File: src/sv/vcd_pkg.sv
// ============================================================================
// vcd_pkg: shared types, command codes and decode helpers
// Command codes, masks and the result word layout used by every stage of
// the music-log command decoder.
// ============================================================================
`default_nettype none

package vcd_pkg;

    // Command codes
    localparam logic [7:0] C_CODE_PSG       = 8'h50;
    localparam logic [7:0] C_CODE_FM0       = 8'h52;
    localparam logic [7:0] C_CODE_FM1       = 8'h53;
    localparam logic [7:0] C_CODE_LONG      = 8'h61;
    localparam logic [7:0] C_CODE_WAIT60    = 8'h62;
    localparam logic [7:0] C_CODE_WAIT50    = 8'h63;
    localparam logic [7:0] C_CODE_SHORT_LO  = 8'h70;
    localparam logic [7:0] C_CODE_SHORT_HI  = 8'h7F;
    localparam logic [7:0] C_CODE_DAC_LO    = 8'h80;
    localparam logic [7:0] C_CODE_DAC_HI    = 8'h8F;
    localparam logic [7:0] C_SHORT_BASE     = 8'h6F;

    // Register addresses and masks
    localparam logic [7:0] C_ADDR_DAC       = 8'h2A;
    localparam logic [7:0] C_ADDR_TIMERA_HI = 8'h24;
    localparam logic [7:0] C_ADDR_TIMERA_LO = 8'h25;
    localparam logic [7:0] C_MASK_FM_FREQ   = 8'hF4;
    localparam logic [7:0] C_FM_FREQ_HI     = 8'hA4;
    localparam logic [7:0] C_FM_FREQ_LO     = 8'hA0;
    localparam logic [7:0] C_MASK_FM_LOADDR = 8'hFB;
    localparam logic [7:0] C_PSG_LIMIT      = 8'hE0;

    // Configuration register indexes and reset values
    localparam logic [7:0]  C_REG_WAIT60   = 8'd0;
    localparam logic [7:0]  C_REG_WAIT50   = 8'd1;
    localparam logic [15:0] C_WAIT60_RESET = 16'd735;
    localparam logic [15:0] C_WAIT50_RESET = 16'd882;

    typedef struct packed {
        logic [7:0] code;
        logic [7:0] addr;
        logic [7:0] data;
        logic [7:0] data2;
    } t_item;

    typedef struct packed {
        logic       is_psg;
        logic       is_fm;
        logic       is_fm0;
        logic       is_dac;
        logic       is_dac_zero;
        logic       is_short;
        logic       is_long;
        logic       is_wait60;
        logic       is_wait50;
        logic [3:0] operand_count;
    } t_class;

    typedef struct packed {
        logic [3:0]  operand_count;
        logic [15:0] wait_samples;
        logic        is_chip_write;
        logic        starts_pair;
        logic        ends_pair;
        logic        is_split;
        logic [7:0]  part1_code;
        logic [7:0]  part1_addr;
        logic [7:0]  part2_code;
        logic [7:0]  part2_addr;
        logic [7:0]  part2_data;
    } t_result;

    // Operand byte count that follows a command code
    function automatic logic [3:0] f_operand_len(input logic [7:0] c);
        logic [3:0] len;
        len = 4'd0;
        priority if (c[7:1] == C_CODE_FM0[7:1])           len = 4'd2;
        else if (c == C_CODE_PSG)                         len = 4'd1;
        else if (c >= C_CODE_SHORT_LO && c <= C_CODE_DAC_HI) len = 4'd0;
        else if (c == C_CODE_LONG)                        len = 4'd2;
        else if (c == 8'h64)                              len = 4'd3;
        else if (c >= 8'h62 && c <= 8'h66)                len = 4'd0;
        else if (c == 8'h67)                              len = 4'd6;
        else if (c == 8'hE0)                              len = 4'd4;
        else if (c == 8'h90 || c == 8'h91)                len = 4'd4;
        else if (c == 8'h92)                              len = 4'd5;
        else if (c == 8'h93)                              len = 4'd10;
        else if (c == 8'h94)                              len = 4'd1;
        else if (c == 8'h95)                              len = 4'd4;
        else if (c == 8'h68)                              len = 4'd11;
        else if (c >= 8'h30 && c <= 8'h3F)                len = 4'd1;
        else if ((c >= 8'h40 && c <= 8'h4E) || (c >= 8'hA0 && c <= 8'hBF)) len = 4'd2;
        else if (c >= 8'hC0 && c <= 8'hDF)                len = 4'd3;
        else if (c >= 8'hE1)                              len = 4'd4;
        else                                              len = 4'd0;
        return len;
    endfunction

endpackage

`default_nettype wire

File: src/sv/vcd_classify.sv
// ============================================================================
// vcd_classify: first pipeline stage
// Registers the command word and sorts its code into command classes,
// including the operand byte count.
// ============================================================================
`default_nettype none

module vcd_classify
    import vcd_pkg::*;
(
    input  wire    i_clk,
    input  wire    i_rst_n,
    input  wire    i_valid,
    output logic   o_ready,
    input  t_item  i_item,
    output logic   o_valid,
    input  wire    i_ready,
    output t_item  o_item,
    output t_class o_class
);

    logic   r_valid;
    t_item  r_item;
    t_class r_class;
    t_class n_class;
    logic   w_load;

    // Advance when this stage is empty or its word moves on
    assign o_ready = !r_valid || i_ready;
    assign w_load  = i_valid && o_ready;

    // Sort the code into classes
    always_comb begin
        n_class.is_psg        = (i_item.code == C_CODE_PSG);
        n_class.is_fm         = (i_item.code[7:1] == C_CODE_FM0[7:1]);
        n_class.is_fm0        = (i_item.code == C_CODE_FM0);
        n_class.is_dac        = (i_item.code >= C_CODE_DAC_LO) &&
                                (i_item.code <= C_CODE_DAC_HI);
        n_class.is_dac_zero   = (i_item.code == C_CODE_DAC_LO);
        n_class.is_short      = (i_item.code >= C_CODE_SHORT_LO) &&
                                (i_item.code <= C_CODE_SHORT_HI);
        n_class.is_long       = (i_item.code == C_CODE_LONG);
        n_class.is_wait60     = (i_item.code == C_CODE_WAIT60);
        n_class.is_wait50     = (i_item.code == C_CODE_WAIT50);
        n_class.operand_count = f_operand_len(i_item.code);
    end

    // Hold valid bit
    always_ff @(posedge i_clk) begin
        if (!i_rst_n) begin
            r_valid <= 1'b0;
        end else if (o_ready) begin
            r_valid <= i_valid;
        end
    end

    // Capture payload
    always_ff @(posedge i_clk) begin
        if (w_load) begin
            r_item  <= i_item;
            r_class <= n_class;
        end
    end

    assign o_valid = r_valid;
    assign o_item  = r_item;
    assign o_class = r_class;

endmodule

`default_nettype wire

File: src/sv/vcd_resolve.sv
// ============================================================================
// vcd_resolve: second pipeline stage
// Works out the wait length, chip-write and pair flags and the split of a
// paired or DAC-with-wait command into two parts.
// ============================================================================
`default_nettype none

module vcd_resolve
    import vcd_pkg::*;
(
    input  wire         i_clk,
    input  wire         i_rst_n,
    input  wire  [15:0] i_wait60,
    input  wire  [15:0] i_wait50,
    input  wire         i_valid,
    output logic        o_ready,
    input  t_item       i_item,
    input  t_class      i_class,
    output logic        o_valid,
    input  wire         i_ready,
    output t_result     o_result
);

    logic    r_valid;
    t_result r_result;
    t_result n_result;
    logic    w_load;
    logic    w_psg_start;
    logic    w_fm_freq_hi;
    logic    w_fm_freq_lo;
    logic    w_timer_hi;
    logic    w_timer_lo;

    assign o_ready = !r_valid || i_ready;
    assign w_load  = i_valid && o_ready;

    // Pair detection terms
    assign w_psg_start  = i_item.data[7] && !i_item.data[4] && (i_item.data < C_PSG_LIMIT);
    assign w_fm_freq_hi = (i_item.addr & C_MASK_FM_FREQ) == C_FM_FREQ_HI;
    assign w_fm_freq_lo = (i_item.addr & C_MASK_FM_FREQ) == C_FM_FREQ_LO;
    assign w_timer_hi   = i_class.is_fm0 && (i_item.addr == C_ADDR_TIMERA_HI);
    assign w_timer_lo   = i_class.is_fm0 && (i_item.addr == C_ADDR_TIMERA_LO);

    // Build the result word
    always_comb begin
        n_result.operand_count = i_class.operand_count;
        n_result.is_chip_write = i_class.is_psg || i_class.is_fm || i_class.is_dac;
        n_result.starts_pair   = 1'b0;
        n_result.ends_pair     = 1'b0;
        n_result.is_split      = 1'b0;
        n_result.part1_code    = i_item.code;
        n_result.part1_addr    = i_item.addr;
        n_result.part2_code    = i_item.code;
        n_result.part2_addr    = i_item.addr;
        n_result.part2_data    = i_item.data2;

        // Wait length
        priority if (i_class.is_dac) begin
            n_result.wait_samples = {12'd0, i_item.code[3:0]};
        end else if (i_class.is_short) begin
            n_result.wait_samples = {11'd0, {1'b0, i_item.code[3:0]} + 5'd1};
        end else if (i_class.is_long) begin
            n_result.wait_samples = {i_item.data2, i_item.data};
        end else if (i_class.is_wait60) begin
            n_result.wait_samples = i_wait60;
        end else if (i_class.is_wait50) begin
            n_result.wait_samples = i_wait50;
        end else begin
            n_result.wait_samples = 16'd0;
        end

        // Pairs and splits
        priority if (i_class.is_psg) begin
            n_result.starts_pair = w_psg_start;
            n_result.is_split    = w_psg_start;
            n_result.ends_pair   = !i_item.data[7];
        end else if (i_class.is_fm) begin
            if (w_fm_freq_hi) begin
                n_result.starts_pair = 1'b1;
                n_result.is_split    = 1'b1;
                n_result.part2_addr  = i_item.addr & C_MASK_FM_LOADDR;
            end else if (w_timer_hi) begin
                n_result.starts_pair = 1'b1;
                n_result.is_split    = 1'b1;
                n_result.part2_addr  = C_ADDR_TIMERA_LO;
            end
            n_result.ends_pair = w_fm_freq_lo || w_timer_lo;
        end else if (i_class.is_dac) begin
            n_result.part1_code = C_CODE_FM0;
            n_result.part1_addr = C_ADDR_DAC;
            if (!i_class.is_dac_zero) begin
                n_result.part2_code = C_SHORT_BASE + {4'd0, i_item.code[3:0]};
                n_result.is_split   = 1'b1;
            end
        end else begin
            n_result.is_split = 1'b0;
        end
    end

    // Hold valid bit
    always_ff @(posedge i_clk) begin
        if (!i_rst_n) begin
            r_valid <= 1'b0;
        end else if (o_ready) begin
            r_valid <= i_valid;
        end
    end

    // Capture result
    always_ff @(posedge i_clk) begin
        if (w_load) begin
            r_result <= n_result;
        end
    end

    assign o_valid  = r_valid;
    assign o_result = r_result;

endmodule

`default_nettype wire

File: src/sv/vcd_out_stage.sv
// ============================================================================
// vcd_out_stage: output register stage
// Holds the finished result word for the consumer; its ready follows the
// consumer's ready directly, so a waiting word stalls the stages behind it.
// ============================================================================
`default_nettype none

module vcd_out_stage
    import vcd_pkg::*;
(
    input  wire     i_clk,
    input  wire     i_rst_n,
    input  wire     i_valid,
    output logic    o_ready,
    input  t_result i_result,
    output logic    o_valid,
    input  wire     i_ready,
    output t_result o_result
);

    logic    r_valid;
    t_result r_result;

    assign o_ready = !r_valid || i_ready;

    // Hold valid bit until the word is taken
    always_ff @(posedge i_clk) begin
        if (!i_rst_n) begin
            r_valid <= 1'b0;
        end else if (o_ready) begin
            r_valid <= i_valid;
        end
    end

    // Capture result word
    always_ff @(posedge i_clk) begin
        if (i_valid && o_ready) begin
            r_result <= i_result;
        end
    end

    assign o_valid  = r_valid;
    assign o_result = r_result;

endmodule

`default_nettype wire

File: src/sv/vgm_command_decoder_unit.sv
// A word accepted at the input passes the classify, resolve and output registers in order.
// Throughput: one word per cycle while the output is not stalled, set by the three-stage register pipeline.
// A stalled output backs the pipeline up stage by stage without losing a word.
// Reset (synchronous, active low) clears all valid bits and restores the
// frame wait registers to 735 and 882 samples.
// ============================================================================
// vgm_command_decoder_unit: music-log command decoder
// Decodes one command word per cycle, unless the output stalls, into operand count, wait length,
// chip-write and pair flags, and the two-part split of the command.
// ============================================================================
`default_nettype none

module vgm_command_decoder_unit
    import vcd_pkg::*;
(
    input  wire         i_clk,
    input  wire         i_rst_n,
    // configuration
    input  wire         i_cfg_we,
    input  wire  [7:0]  i_cfg_idx,
    input  wire  [15:0] i_cfg_data,
    // command channel
    input  wire         i_valid,
    output logic        o_ready,
    input  wire  [7:0]  i_command_code,
    input  wire  [7:0]  i_register_addr,
    input  wire  [7:0]  i_data_byte,
    input  wire  [7:0]  i_data_byte2,
    // result channel
    output logic        o_valid,
    input  wire         i_ready,
    output logic [3:0]  o_operand_count,
    output logic [15:0] o_wait_samples,
    output logic        o_is_chip_write,
    output logic        o_starts_pair,
    output logic        o_ends_pair,
    output logic        o_is_split,
    output logic [7:0]  o_part1_code,
    output logic [7:0]  o_part1_addr,
    output logic [7:0]  o_part2_code,
    output logic [7:0]  o_part2_addr,
    output logic [7:0]  o_part2_data
);

    logic [15:0] r_wait60;
    logic [15:0] r_wait50;
    t_item       w_in_item;
    t_item       w_s1_item;
    t_class      w_s1_class;
    logic        w_s1_valid;
    logic        w_s2_ready;
    logic        w_s2_valid;
    logic        w_s3_ready;
    t_result     w_s2_result;
    t_result     w_out;

    // Write configuration registers
    always_ff @(posedge i_clk) begin
        if (!i_rst_n) begin
            r_wait60 <= C_WAIT60_RESET;
            r_wait50 <= C_WAIT50_RESET;
        end else if (i_cfg_we) begin
            if (i_cfg_idx == C_REG_WAIT60) begin
                r_wait60 <= i_cfg_data;
            end else if (i_cfg_idx == C_REG_WAIT50) begin
                r_wait50 <= i_cfg_data;
            end
        end
    end

    assign w_in_item.code  = i_command_code;
    assign w_in_item.addr  = i_register_addr;
    assign w_in_item.data  = i_data_byte;
    assign w_in_item.data2 = i_data_byte2;

    vcd_classify u_classify (
        .i_clk   (i_clk),
        .i_rst_n (i_rst_n),
        .i_valid (i_valid),
        .o_ready (o_ready),
        .i_item  (w_in_item),
        .o_valid (w_s1_valid),
        .i_ready (w_s2_ready),
        .o_item  (w_s1_item),
        .o_class (w_s1_class)
    );

    vcd_resolve u_resolve (
        .i_clk    (i_clk),
        .i_rst_n  (i_rst_n),
        .i_wait60 (r_wait60),
        .i_wait50 (r_wait50),
        .i_valid  (w_s1_valid),
        .o_ready  (w_s2_ready),
        .i_item   (w_s1_item),
        .i_class  (w_s1_class),
        .o_valid  (w_s2_valid),
        .i_ready  (w_s3_ready),
        .o_result (w_s2_result)
    );

    vcd_out_stage u_out (
        .i_clk    (i_clk),
        .i_rst_n  (i_rst_n),
        .i_valid  (w_s2_valid),
        .o_ready  (w_s3_ready),
        .i_result (w_s2_result),
        .o_valid  (o_valid),
        .i_ready  (i_ready),
        .o_result (w_out)
    );

    assign o_operand_count = w_out.operand_count;
    assign o_wait_samples  = w_out.wait_samples;
    assign o_is_chip_write = w_out.is_chip_write;
    assign o_starts_pair   = w_out.starts_pair;
    assign o_ends_pair     = w_out.ends_pair;
    assign o_is_split      = w_out.is_split;
    assign o_part1_code    = w_out.part1_code;
    assign o_part1_addr    = w_out.part1_addr;
    assign o_part2_code    = w_out.part2_code;
    assign o_part2_addr    = w_out.part2_addr;
    assign o_part2_data    = w_out.part2_data;

endmodule

`default_nettype wire

File: config.mk
export PLATFORM = sky130hd
export DESIGN_NAME = vgm_command_decoder_unit
export DESIGN_NICKNAME = d
export VERILOG_FILES = /design/src/sv/vcd_pkg.sv /design/src/sv/vcd_classify.sv /design/src/sv/vcd_resolve.sv /design/src/sv/vcd_out_stage.sv /design/src/sv/vgm_command_decoder_unit.sv
export SDC_FILE = /design/constraint.sdc
export NUM_CORES = 1
export LEC_CHECK = 0
export BUFFER_PORTS_ARGS = -buffer_cell sky130_fd_sc_hd__buf_4
export CORE_UTILIZATION = 40
export CTS_BUF_LIST = sky130_fd_sc_hd__clkbuf_16
export CTS_CLUSTER_SIZE = 14
export DETAILED_ROUTE_END_ITERATION = 7
export PLACE_DENSITY = 0.69
export SYNTH_ARGS = -nofsm -noshare
export SYNTH_HDL_FRONTEND = slang
export SYNTH_HIERARCHICAL = 1
export SYNTH_SLANG_ARGS = --single-unit
File: constraint.sdc
create_clock -name i_clk -period 6.8 [get_ports i_clk]
set_input_delay 0.34 -clock i_clk [delete_from_list [all_inputs] [get_ports i_clk]]
set_output_delay 0.34 -clock i_clk [all_outputs]
set_load 0.02 [all_outputs]
After elaboration in Yosys (flattened, before gate mapping) --
Cells that the tools add are included.
Storage, ports and cells: bits in registers 208, latch bits 0, RAM bits 0, memory bits (read-only) 0, output and inout port bits 66, logic and storage cells 156, memories kept 0
Cells by class: add/sub/neg operators 2, multipliers 0, divide/modulo/power cells 0, order comparisons 16, eq/ne operators 22, shift-type cells 0, mux-type cells 36, bitwise operators 1, reductions and logical operators 34
Operators with widths (count):
- 8-bit by 7-bit == test with 1-bit output, second input constant | 8
- 8-bit == test, second input constant | 8
- 16-bit two-way mux | 3
- 24-bit two-way mux | 2
- 8-bit greater-or-equal comparator, second input constant | 4
- 32-bit two-way mux | 1
- 4-bit two-way mux | 8
- 8-bit two-way mux | 4
- 8-bit by 7-bit greater-or-equal comparator with 1-bit output, second input constant | 3
- 8-bit by 7-bit less-or-equal comparator with 1-bit output, second input constant | 3
- 8-bit less-or-equal comparator, second input constant | 3
- 3-bit two-way mux | 6
- 8-bit by 6-bit == test with 1-bit output, second input constant | 2
- 1-bit logical AND | 15
- 2-bit two-way mux | 6
- 5-bit == test, second input constant | 2
- 10-bit OR reduction | 1
- 7-bit by 4-bit adder with 8-bit output, first input constant | 1
- 8-bit by 1-bit == test with 1-bit output, second input constant | 1
- 8-bit by 6-bit greater-or-equal comparator with 1-bit output, second input constant | 1
- 8-bit by 6-bit less-or-equal comparator with 1-bit output, second input constant | 1
- 8-bit zero test | 1
- 1-bit logical OR | 8
- 8-bit less-than comparator, second input constant | 1
- 10 further kinds | 18

Depth between registers and ports, before layout --
Gate-level depths: netlist of the first run.
depth in word-level cells 18, depth in mapped cells 5, depth with buffers taken out 4

Hierarchy --
Netlist of the first run, hierarchy kept.
By module, submodules not included:
- vcd_resolve | times used 1, cells each 213, area each 2985.4 µm², sequential area each 1941.9 µm²
- vcd_out_stage | times used 1, cells each 69, area each 1979.4 µm², sequential area each 1941.9 µm²
- vcd_classify | times used 1, cells each 110, area each 1790.5 µm², sequential area each 1371.3 µm²
- vgm_command_decoder_unit | times used 1, cells each 136, area each 1333.8 µm², sequential area each 640.6 µm²

Least setup slack after synthesis of the first run --
OpenSTA, ideal clock, no wires.
path type register to register, start register u_out.r_valid (netlist: u_out/o_valid), end register u_resolve.r_result (netlist bit u_resolve/o_result[0]), enable pin, library setup time 0.429 ns, arrival 2.123 ns, required time 6.371 ns, setup slack 4.248 ns, cell stages (with the launch flop) 4, period minus slack after synthesis 2.552 ns, cells stage by stage dfxtp_1 nand2b_4 nand2b_1 and2_1
On the way: cells in the longest elaborated chain, start to end 4
RTL lines:
- start: declaration | RTL line vcd_out_stage.sv:21 | logic r_valid;
- start signal: assignment | RTL line vcd_out_stage.sv:31 | r_valid <= i_valid;
- 1-bit zero test | RTL line vcd_out_stage.sv:24 | assign o_ready = !r_valid || i_ready;
- 1-bit logical OR | RTL line vcd_out_stage.sv:24
- via w_s3_ready | RTL line vgm_command_decoder_unit.sv:53 | logic w_s3_ready;
- 1-bit logical OR | RTL line vcd_resolve.sv:34 | assign o_ready = !r_valid || i_ready;
- via w_s2_ready | RTL line vgm_command_decoder_unit.sv:51 | logic w_s2_ready;
- 1-bit logical AND | RTL line vcd_resolve.sv:35 | assign w_load = i_valid && o_ready;
- via u_resolve.w_load | RTL line vcd_resolve.sv:27 | logic w_load;
- end signal: assignment | RTL line vcd_resolve.sv:112 | r_result <= n_result;
- end: declaration | RTL line vcd_resolve.sv:25 | t_result r_result;
The timed path passes the listed nets, and every way through them passes these cells. A chain may end at the register's enable or synchronous reset.

Final worst setup path of the first run --
start register u_classify.r_class (netlist bit u_classify/o_class[5]), end register u_resolve.r_result (netlist bit u_resolve/o_result[51]) (data pin)
On the way: cells in the longest elaborated chain, start to end 2
RTL lines:
- start: declaration | RTL line vcd_classify.sv:24 | t_class r_class;
- start signal: assignment | RTL line vcd_classify.sv:61 | r_class <= n_class;
- 16-bit two-way mux | RTL line vcd_resolve.sv:64 | end else if (i_class.is_wait60) begin
- 16-bit two-way mux | RTL line vcd_resolve.sv:62 | end else if (i_class.is_long) begin
Every way passes these cells.

==> results of run 1 <==
[path summary, 6_finish.rpt]
kind                           from                      to  slack (ns)
min reg2reg  u_resolve/o_result[34]      u_out/o_result[34]        0.41
max           u_classify/o_class[5]  u_resolve/o_result[51]        4.39
min              i_register_addr[6]   u_classify/o_item[22]        0.02
max reg2reg   u_classify/o_class[5]  u_resolve/o_result[51]        4.39
[metal layers]
| layer | vias up | global-route usage (%) | share of wire, % |
|---|---|---|---|
| met2 | 142 | 24.84 | 50 |
| met3 | 24 | 2.285 | 5.6 |
| met1 | 2210 | 18.87 | 43 |
| met5 | - | 0 | 0 |
| li1 | 2198 | - | - |
| met4 | 0 | 4.931 | 2.1 |
[sequential cells by signal (all words and copies together), names as in the netlist]
name / count
r_wait50: 16
u_resolve/o_valid: 1
u_out/o_valid: 1
u_out/o_result: 64
u_resolve/o_result: 64
r_wait60: 16
u_classify/o_item: 32
u_classify/o_class: 13
u_classify/o_valid: 1
[synthesized netlist by cell type, types with 6 or more instances]
| master | instances |
|---|---|
| edfxtp_1 | 173 |
| nand2_1 | 41 |
| nor2b_1 | 40 |
| dfxtp_1 | 35 |
| mux2i_1 | 26 |
| inv_1 | 18 |
| clkbuf_1 | 15 |
| a221oi_1 | 12 |
| buf_2 | 11 |
| nor2_1 | 11 |
| nor3_2 | 10 |
| a21oi_1 | 9 |
| or2_1 | 9 |
| a31oi_1 | 7 |
| nand3b_1 | 7 |
| buf_6 | 6 |
[stage by stage]
step                utilization [%]  worst slack, ns  total power, mW  instance area [um2]  instances
detailed placement            46.72            4.426            1.635                 9183        886
floorplan                         -            4.248            1.564                 8089        528
global route                  49.82            4.196            2.715                 9791        922
global placement              46.72            4.492            1.628                 9183        886
CTS                           49.82            4.413            2.651                 9791        922
finish                        49.82            4.386            2.625                 9791        922
[area by class of cell]
type                    instances  area (um2)
clock buffers                  20       500.5
clock inverters                16       107.6
fillers                      1703        9863
inverters                      18       67.56
multi-input cells             268        1934
flip-flops and latches        208        5896
well taps                     265       331.6
repair buffers                127       953.4
[kinds of logic (layout without fill, tap and decap cells)]
family | count (synthesis) | after routing | share of synthesized area [%]
AO/OA/AOI/OAI | 65 | 65 | 6.079
adder cells (fa/ha/maj) | 2 | 2 | 0.3093
XOR/XNOR | 4 | 4 | 0.5260
AND/OR/NAND/NOR | 170 | 170 | 13.61
buffers and inverters | 52 | 181 | 3.233
flip-flops | 208 | 208 | 72.88
multiplexers | 27 | 27 | 3.357
[power groups by stage]
stage               registers, mW  clock network (mW)  logic, mW
floorplan                    1.49                   0     0.0770
global placement             1.48                   0      0.147
detailed placement           1.48                   0      0.151
CTS                          1.46                1.04      0.152
global route                 1.46                1.09      0.163
finish                       1.46                1.02      0.150
==> impl_metrics.json, run 1 <==
{
  "status": "finished, final reports clean",
  "p_int_mw": 2.072,
  "syn-num-nets": 591,
  "fin_crit_sh_pct": 35.50,
  "cts_sinks": 208,
  "ant_nets": 0,
  "synth-edff-count": 173,
  "postCtsHoldBufs": 0,
  "die-height_um": 144.2,
  "die_w_um": 144.2,
  "crit_slowest_cell": "nor2b_1",
  "cp.buffers_inverters": 0,
  "p_leak_nw": 3.547,
  "max_freq_mhz": 414.3,
  "syn2layout_area_growth_pct": 21.04,
  "num_antenna_cells": 0,
  "portBuffers": 126,
  "tightest_slew_ns": 1.064,
  "pwr-share-clk_pct": 38.9,
  "crit_path_max_incr_delay_ns": 0.91,
  "post-dp-hpwl_um": 10240,
  "grt_max_degree": 65,
  "dr.pass1.iters": 7,
  "place.gp.congestion": 0.8275,
  "avgViaCountPerCell": 4.961,
  "start_util_pct": 41.16,
  "clk-insertion-delay-late_ns": 0.49,
  "cts.path.max_buffers": 3,
  "remaining_drc_errors": 0,
  "reg2regPathDepth": 3,
  "worst_setup_path_start_kind": "flip-flop",
  "power_frac_seq_pct": 55.4,
  "crit_chain": "nor2b_1 -> a221oi_1 -> a211oi_1",
  "synth.distinct_cells": 73,
  "numCtsBuffers": 20,
  "holdWs_ns": 0.02495,
  "final-setup-viol-count": 0,
  "synth_area_leader_cell": "edfxtp_1",
  "cts_root_buf": "clkbuf_16",
  "swShare_pct": 21.09,
  "peakVddDrop_uv": 115.6,
  "setup_tns_ns": 0,
  "grt_overflow_total": 0,
  "pwr-share-comb_pct": 5.7,
  "rsz0062_at_grt": "false",
  "path_clk_slew_ns": 0.06,
  "vias": 4574,
  "initialDrtViolationCount": 240,
  "hold_class": "in2reg",
  "final_nets": 706,
  "power_density_nw_per_um2": 268.1,
  "yosysWarnings": 6,
  "io_pins": 127,
  "skew_ns": 0.01364,
  "timing.final.crit_period_ns": 2.414,
  "wl_per_cell_um": 16.65,
  "drive_gt1_share_pct": 28.31,
  "cts_setup_buffers": 0,
  "maxCapViolations": 0,
  "arrival_ns": 2.70,
  "h-tree-depth": 1,
  "crit_cells": 3,
  "worstSetupPathType": "reg2reg",
  "core_area_um2": 19650,
  "grt_pass1_vias": 4390,
  "final_max_slew_viol_count": 0,
  "p_switching_uw": 553.7,
  "post_cts_resized": 0,
  "min_path_cells": 1,
  "synth_top_area_share_pct": 64.22,
  "die_area_um2": 20800,
  "hold_violations": 0,
  "grt_pass1_wl_um": 23010,
  "final_common_cell": "edfxtp_1",
  "path_delay_family": "simple AND/OR/NAND/NOR gates",
  "synth_area_leaders": "edfxtp_1, dfxtp_1, mux2i_1",
  "syn_area_um2": 8089,
  "wirelength_um": 15350,
  "synth-seq-cells": 208,
  "path_max_fanout": 21,
  "cts_tree": "done",
  "relSlewSlack_pct": 29.09,
  "final_cell_mix": "edfxtp_1, buf_4, nand2_1, nor2b_1, dfxtp_1",
  "synthCells": 528,
  "antenna_found_initial": 0,
  "critical_path_required_ns": 7.09,
  "yosys_most_used_dff": "edfxtp_1",
  "num_rows": 51,
  "grt_usage_pct": 14.55,
  "postSynthAreaPerCell_um2": 15.32,
  "synth-seq-area-share_pct": 72.88,
  "cp-end-kind": "flip-flop",
  "synthArstFlopShare_pct": 0
}
Power figures use the tool's default switching activity.
==> inputs of run 2 (changes only) <==
Settings changed: PLACE_DENSITY 0.69 to 0.71.
Clock period 6.8 ns to 2.2 ns, I/O delays scaled along.
==> run 2 against run 1 <==
Against the previous run:
- first-iteration DRC count increased by 56%
- combinational power increased to 3.7 times the previous value
- sequential share of layout area decreased by 3.5 points
- sequential power increased to 3.1 times the previous value
- final cell count increased by 6.2%
- hold slack improved by 0.027 ns
- via count increased by 6.0%
- global-route usage increased by 0.95 points
- largest cell class unchanged
==> impl_metrics.json, run 2 (synthesis gave the netlist of run 1 again) <==
{
  "rsz0062_at_grt": "false",
  "ant_nets": 0,
  "cts_tree": "done",
  "portBuffers": 126,
  "post-dp-hpwl_um": 10390,
  "min_path_cells": 2,
  "crit_slowest_cell": "and2_2",
  "worst_setup_path_start_kind": "input port",
  "final_cell_mix": "edfxtp_1, buf_4, dlygate4sd3_1, nand2_1, nor2b_1",
  "pre_cts_slack_ns": 0.1439,
  "setup_tns_ns": 0,
  "clk-insertion-delay-late_ns": 0.48,
  "reg2regPathDepth": 4,
  "regArea_um2": 5896,
  "cp_common_cell": "nand2b_1",
  "die_w_um": 144.2,
  "relSlewSlack_pct": 25.69,
  "path_clk_slew_ns": 0.06,
  "cts.path.max_buffers": 3,
  "placed_area_um2": 9268,
  "die_area_um2": 20800,
  "num_rows": 51,
  "grt_max_degree": 65,
  "die-height_um": 144.2,
  "nFillCells": 1621,
  "grt_usage_pct": 15.50,
  "h-tree-depth": 1,
  "timing.final.crit_period_ns": 2.035,
  "hold_class": "in2reg",
  "cts_sinks": 208,
  "status": "finished, final reports clean",
  "grt_overflow_total": 0,
  "cts_setup_buffers": 0,
  "numCtsBuffers": 20,
  "antenna_found_initial": 0,
  "post_cts_resized": 0,
  "fin_ws_ns": 0.1650,
  "power_density_nw_per_um2": 792.5,
  "avgViaCountPerCell": 4.953,
  "place.gp.congestion": 0.7838,
  "fin_crit_sh_pct": 92.50,
  "syn2layout_area_growth_pct": 28.40,
  "path_max_fanout": 45,
  "cts_root_buf": "clkbuf_16",
  "max_freq_mhz": 491.4,
  "start_util_pct": 41.16,
  "critical_path_required_ns": 2.30,
  "grt_pass1_wl_um": 24860,
  "peakVddDrop_uv": 363.6,
  "drive_gt1_share_pct": 26.89,
  "skew_ns": 0.006335,
  "tightest_slew_ns": 1.115,
  "remaining_drc_errors": 0,
  "initialDrtViolationCount": 375,
  "finalInstanceArea_um2": 10390,
  "multi_input_comb_area_um2": 1934,
  "grt_pass1_vias": 4932,
  "vias": 4849,
  "worstSetupPathType": "in2reg",
  "io_pins": 127,
  "core_area_um2": 19650,
  "final_nets": 765,
  "hold_violations": 0,
  "p_leak_nw": 3.803,
  "arrival_ns": 2.13,
  "cp-end-kind": "flip-flop",
  "final-setup-viol-count": 0,
  "wl_per_cell_um": 16.49,
  "crit_chain": "dlygate4sd3_1 -> buf_4 -> nand2b_4 -> nand2b_1 -> nand2b_1 -> and2_2",
  "maxCapViolations": 0,
  "utilization_pct": 52.85,
  "final_common_cell": "edfxtp_1",
  "final_max_slew_viol_count": 0,
  "crit_path_max_incr_delay_ns": 0.89,
  "num_antenna_cells": 0,
  "wirelength_um": 16150,
  "dr.pass1.iters": 4
}
-- run 2: cell types whose count changed in the layout (fill, tap and decap cells not counted), sizes merged --
| cell | change |
|---|---|
| dlygate4sd3 | +51 |
| buf | +8 |
| inv | -2 |
| clkbuf | +1 |
| clkinvlp | -1 |
-- run 2: metal layers --
metal / track usage [%] / vias up / share of wire (%) / wire [um]
met4: 9.307 / 0 / 4.7 / 755
met2: 26.24 / 165 / 50 / 8056
li1: - / 2311 / - / -
met3: 2.715 / 59 / 5.3 / 856
met5: 0 / - / 0 / 0
met1: 18.50 / 2314 / 40 / 6479
-- run 2: final timing paths --
kind	to	start	slack, ns
worst max-delay path	u_classify/o_item[31]	i_ready	0.17
worst min-delay path	r_wait60[3]	i_rst_n	0.05
worst max register to register	u_classify/o_item[31]	u_out/o_valid	0.17
worst min register to register	u_out/o_result[4]	u_resolve/o_result[4]	0.42
-- run 2: power breakdown --
| group | total [mW] | internal (mW) | switching [mW] |
|---|---|---|---|
| Clock | 3.18 | 1.83 | 1.35 |
| Combinational | 0.556 | 0.265 | 0.291 |
| Sequential | 4.49 | 4.43 | 0.0649 |
-- run 2: through the flow --
step,hold WS [ns],total power [mW],cells
3_3_place_gp,0.2907,5.034,894
4_1_cts,0.03775,8.298,979
6_report,0.05192,8.231,979
5_1_grt,0.08133,8.507,979
3_5_place_dp,0.2898,5.058,894
2_1_floorplan,0.2089,4.831,528
-- run 2: cell type report --
class | count | area share, %
Tap cell | 265 | 3.192
Clock buffer | 21 | 5.060
Timing Repair Buffer | 186 | 14.91
Sequential cell | 208 | 56.76
Multi-Input combinational cell | 268 | 18.62
Inverter | 18 | 0.6505
Clock inverter | 13 | 0.7951
-- run 2: critical path: cells and delay by family --
family,cells,cell delay [ns]
buffers and inverters,2,0.67
AND/OR/NAND/NOR,4,1.31
-- run 2: what timing repair did --
| action | in CTS | in global routing |
|---|---|---|
| hold endpoints to repair | 67 | 0 |
| endpoints found under the setup margin | 0 | 0 |
| hold buffers | 51 | 0 |
==> inputs of run 3 (changes only) <==
Settings changed: BUFFER_PORTS_ARGS -buffer_cell sky130_fd_sc_hd__buf_4 to -buffer_cell sky130_fd_sc_hd__buf_2, MAX_ROUTING_LAYER set to met4, PLACE_DENSITY 0.71 to 0.67.
==> run 3 against run 2 <==
Against the previous run:
- wire length down 1.5%
- count of clock-buffer cells in the layout unchanged
- fmax up 0.15%
- combinational power down 8.8%
- sequential power about the same
- hold slack worse by 0.032 ns
- register-to-register slack about the same
- critical path depth down 2
- sequential share of layout area up 1.8 points
- critical path type is now reg2reg
- largest cell class unchanged
- largest power group unchanged
==> impl_metrics.json, run 3 (synthesis gave the netlist of run 1 again) <==
{
  "status": "finished, final reports clean",
  "io_pins": 127,
  "cts_sinks": 208,
  "cts_tree": "done",
  "hold_class": "in2reg",
  "peakVddDrop_uv": 407.1,
  "final_nets": 765,
  "reg2reg_to": "u_classify/o_item[9]",
  "tightest_slew_ns": 1.107,
  "cp-endpoint": "u_classify/o_item[9]",
  "worstReg2RegStart": "u_out/o_valid",
  "place.gp.congestion": 0.8108,
  "pre_cts_slack_ns": 0.1566,
  "critical_path_required_ns": 2.29,
  "die_area_um2": 20800,
  "final_max_slew_viol_count": 0,
  "path_clk_slew_ns": 0.06,
  "cts_root_buf": "clkbuf_16",
  "post-dp-hpwl_um": 10440,
  "fin_crit_sh_pct": 92.36,
  "holdWs_ns": 0.01975,
  "h-tree-depth": 1,
  "placed_area_um2": 8967,
  "cp-end-kind": "flip-flop",
  "final-setup-viol-count": 0,
  "dr.pass1.iters": 4,
  "arrival_ns": 2.12,
  "power_density_nw_per_um2": 810.0,
  "grt_overflow_total": 0,
  "num_rows": 51,
  "num_antenna_cells": 0,
  "grt_usage_pct": 16.04,
  "clk-insertion-delay-late_ns": 0.48,
  "ant_nets": 0,
  "die-height_um": 144.2,
  "die_w_um": 144.2,
  "relSlewSlack_pct": 26.19,
  "portBuffers": 126,
  "setup_tns_ns": 0,
  "worstSetupPathType": "reg2reg",
  "grt_max_degree": 65,
  "final_common_cell": "edfxtp_1",
  "p_leak_nw": 3.693,
  "hold_violations": 0,
  "core_area_um2": 19650,
  "wirelength_um": 15910,
  "finalNonFillerCells": 979,
  "finalInstanceArea_um2": 10070,
  "reg2regPathDepth": 4,
  "avgViaCountPerCell": 4.977,
  "final_cell_mix": "edfxtp_1, buf_2, dlygate4sd3_1, nand2_1, nor2b_1",
  "fin_ws_ns": 0.1681,
  "syn2layout_area_growth_pct": 24.44,
  "placed_cells": 896,
  "skew_ns": 0.01123,
  "initialDrtViolationCount": 381,
  "antenna_found_initial": 0,
  "max_freq_mhz": 492.2,
  "cts.path.max_buffers": 3,
  "remaining_drc_errors": 0,
  "timing.final.crit_period_ns": 2.032,
  "start_util_pct": 41.16,
  "grt_pass1_wl_um": 24910,
  "r2r_slack_ns": 0.17,
  "rsz0062_at_grt": "false",
  "numCtsBuffers": 20,
  "grt_pass1_vias": 4943,
  "worst_setup_path_start_kind": "flip-flop",
  "utilization_pct": 51.22,
  "wl_per_cell_um": 16.25,
  "path_max_fanout": 45,
  "vias": 4872,
  "total_power_mw": 8.153,
  "worstHoldStart": "i_command_code[2]",
  "post_cts_resized": 0,
  "crit_start": "u_out/o_valid",
  "drive_gt1_share_pct": 27.31,
  "maxCapViolations": 0,
  "min_path_cells": 1
}
==> run 3: cell count changes in the layout (fill, tap and decap cells not counted), sizes merged <==
cell	change
buf	+2
clkinv	-1
clkinvlp	+1
dlygate4sd3	-2
==> run 3: cell type report <==
cell class / instances / area [um2]
sequential: 208 / 5896
clock buffer: 21 / 525.5
fill: 1694 / 9588
tap: 265 / 331.6
inverter: 18 / 67.56
multi-input combinational: 268 / 1934
clock inverter: 13 / 82.58
timing repair buffer: 186 / 1229
==> run 3: worst max-delay path, cell delays in order (launching register included) <==
cell,delay [ns]
dfxtp_1,0.34
nand2b_4,0.09
nand2b_1,0.14
nand2b_1,0.15
and2_2,0.87
==> run 3: repair_timing <==
action / CTS / global route
buffers inserted: 0 / 0
endpoints found under the hold margin: 65 / 0
setup endpoints to repair: 0 / 0
hold buffers: 49 / 0
==> run 3: how the worst min path moves through the flow <==
stage	endpoint	slack [ns]
floorplan	u_classify/o_item[0]	0.21
global placement	u_classify/o_item[1]	0.29
detailed placement	u_classify/o_item[1]	0.29
CTS	u_classify/o_item[26]	0.0008
global route	u_classify/o_item[26]	0.02
finish	u_classify/o_item[26]	0.02
==> run 3: where the power goes <==
part / switching [mW] / leakage, nW / internal [mW]
Sequential: 0.0623 / 1.92 / 4.43
Clock: 1.33 / 0.312 / 1.83
Combinational: 0.290 / 1.46 / 0.217
==> run 3: layer usage <==
metal  part of all wire, %  routed length (um)  track usage, %
met1                    41                6525           18.69
met2                    51                8177           27.49
met3                   4.3                 686           2.384
met4                   3.3                 518           7.258
met5                     0                   0               -
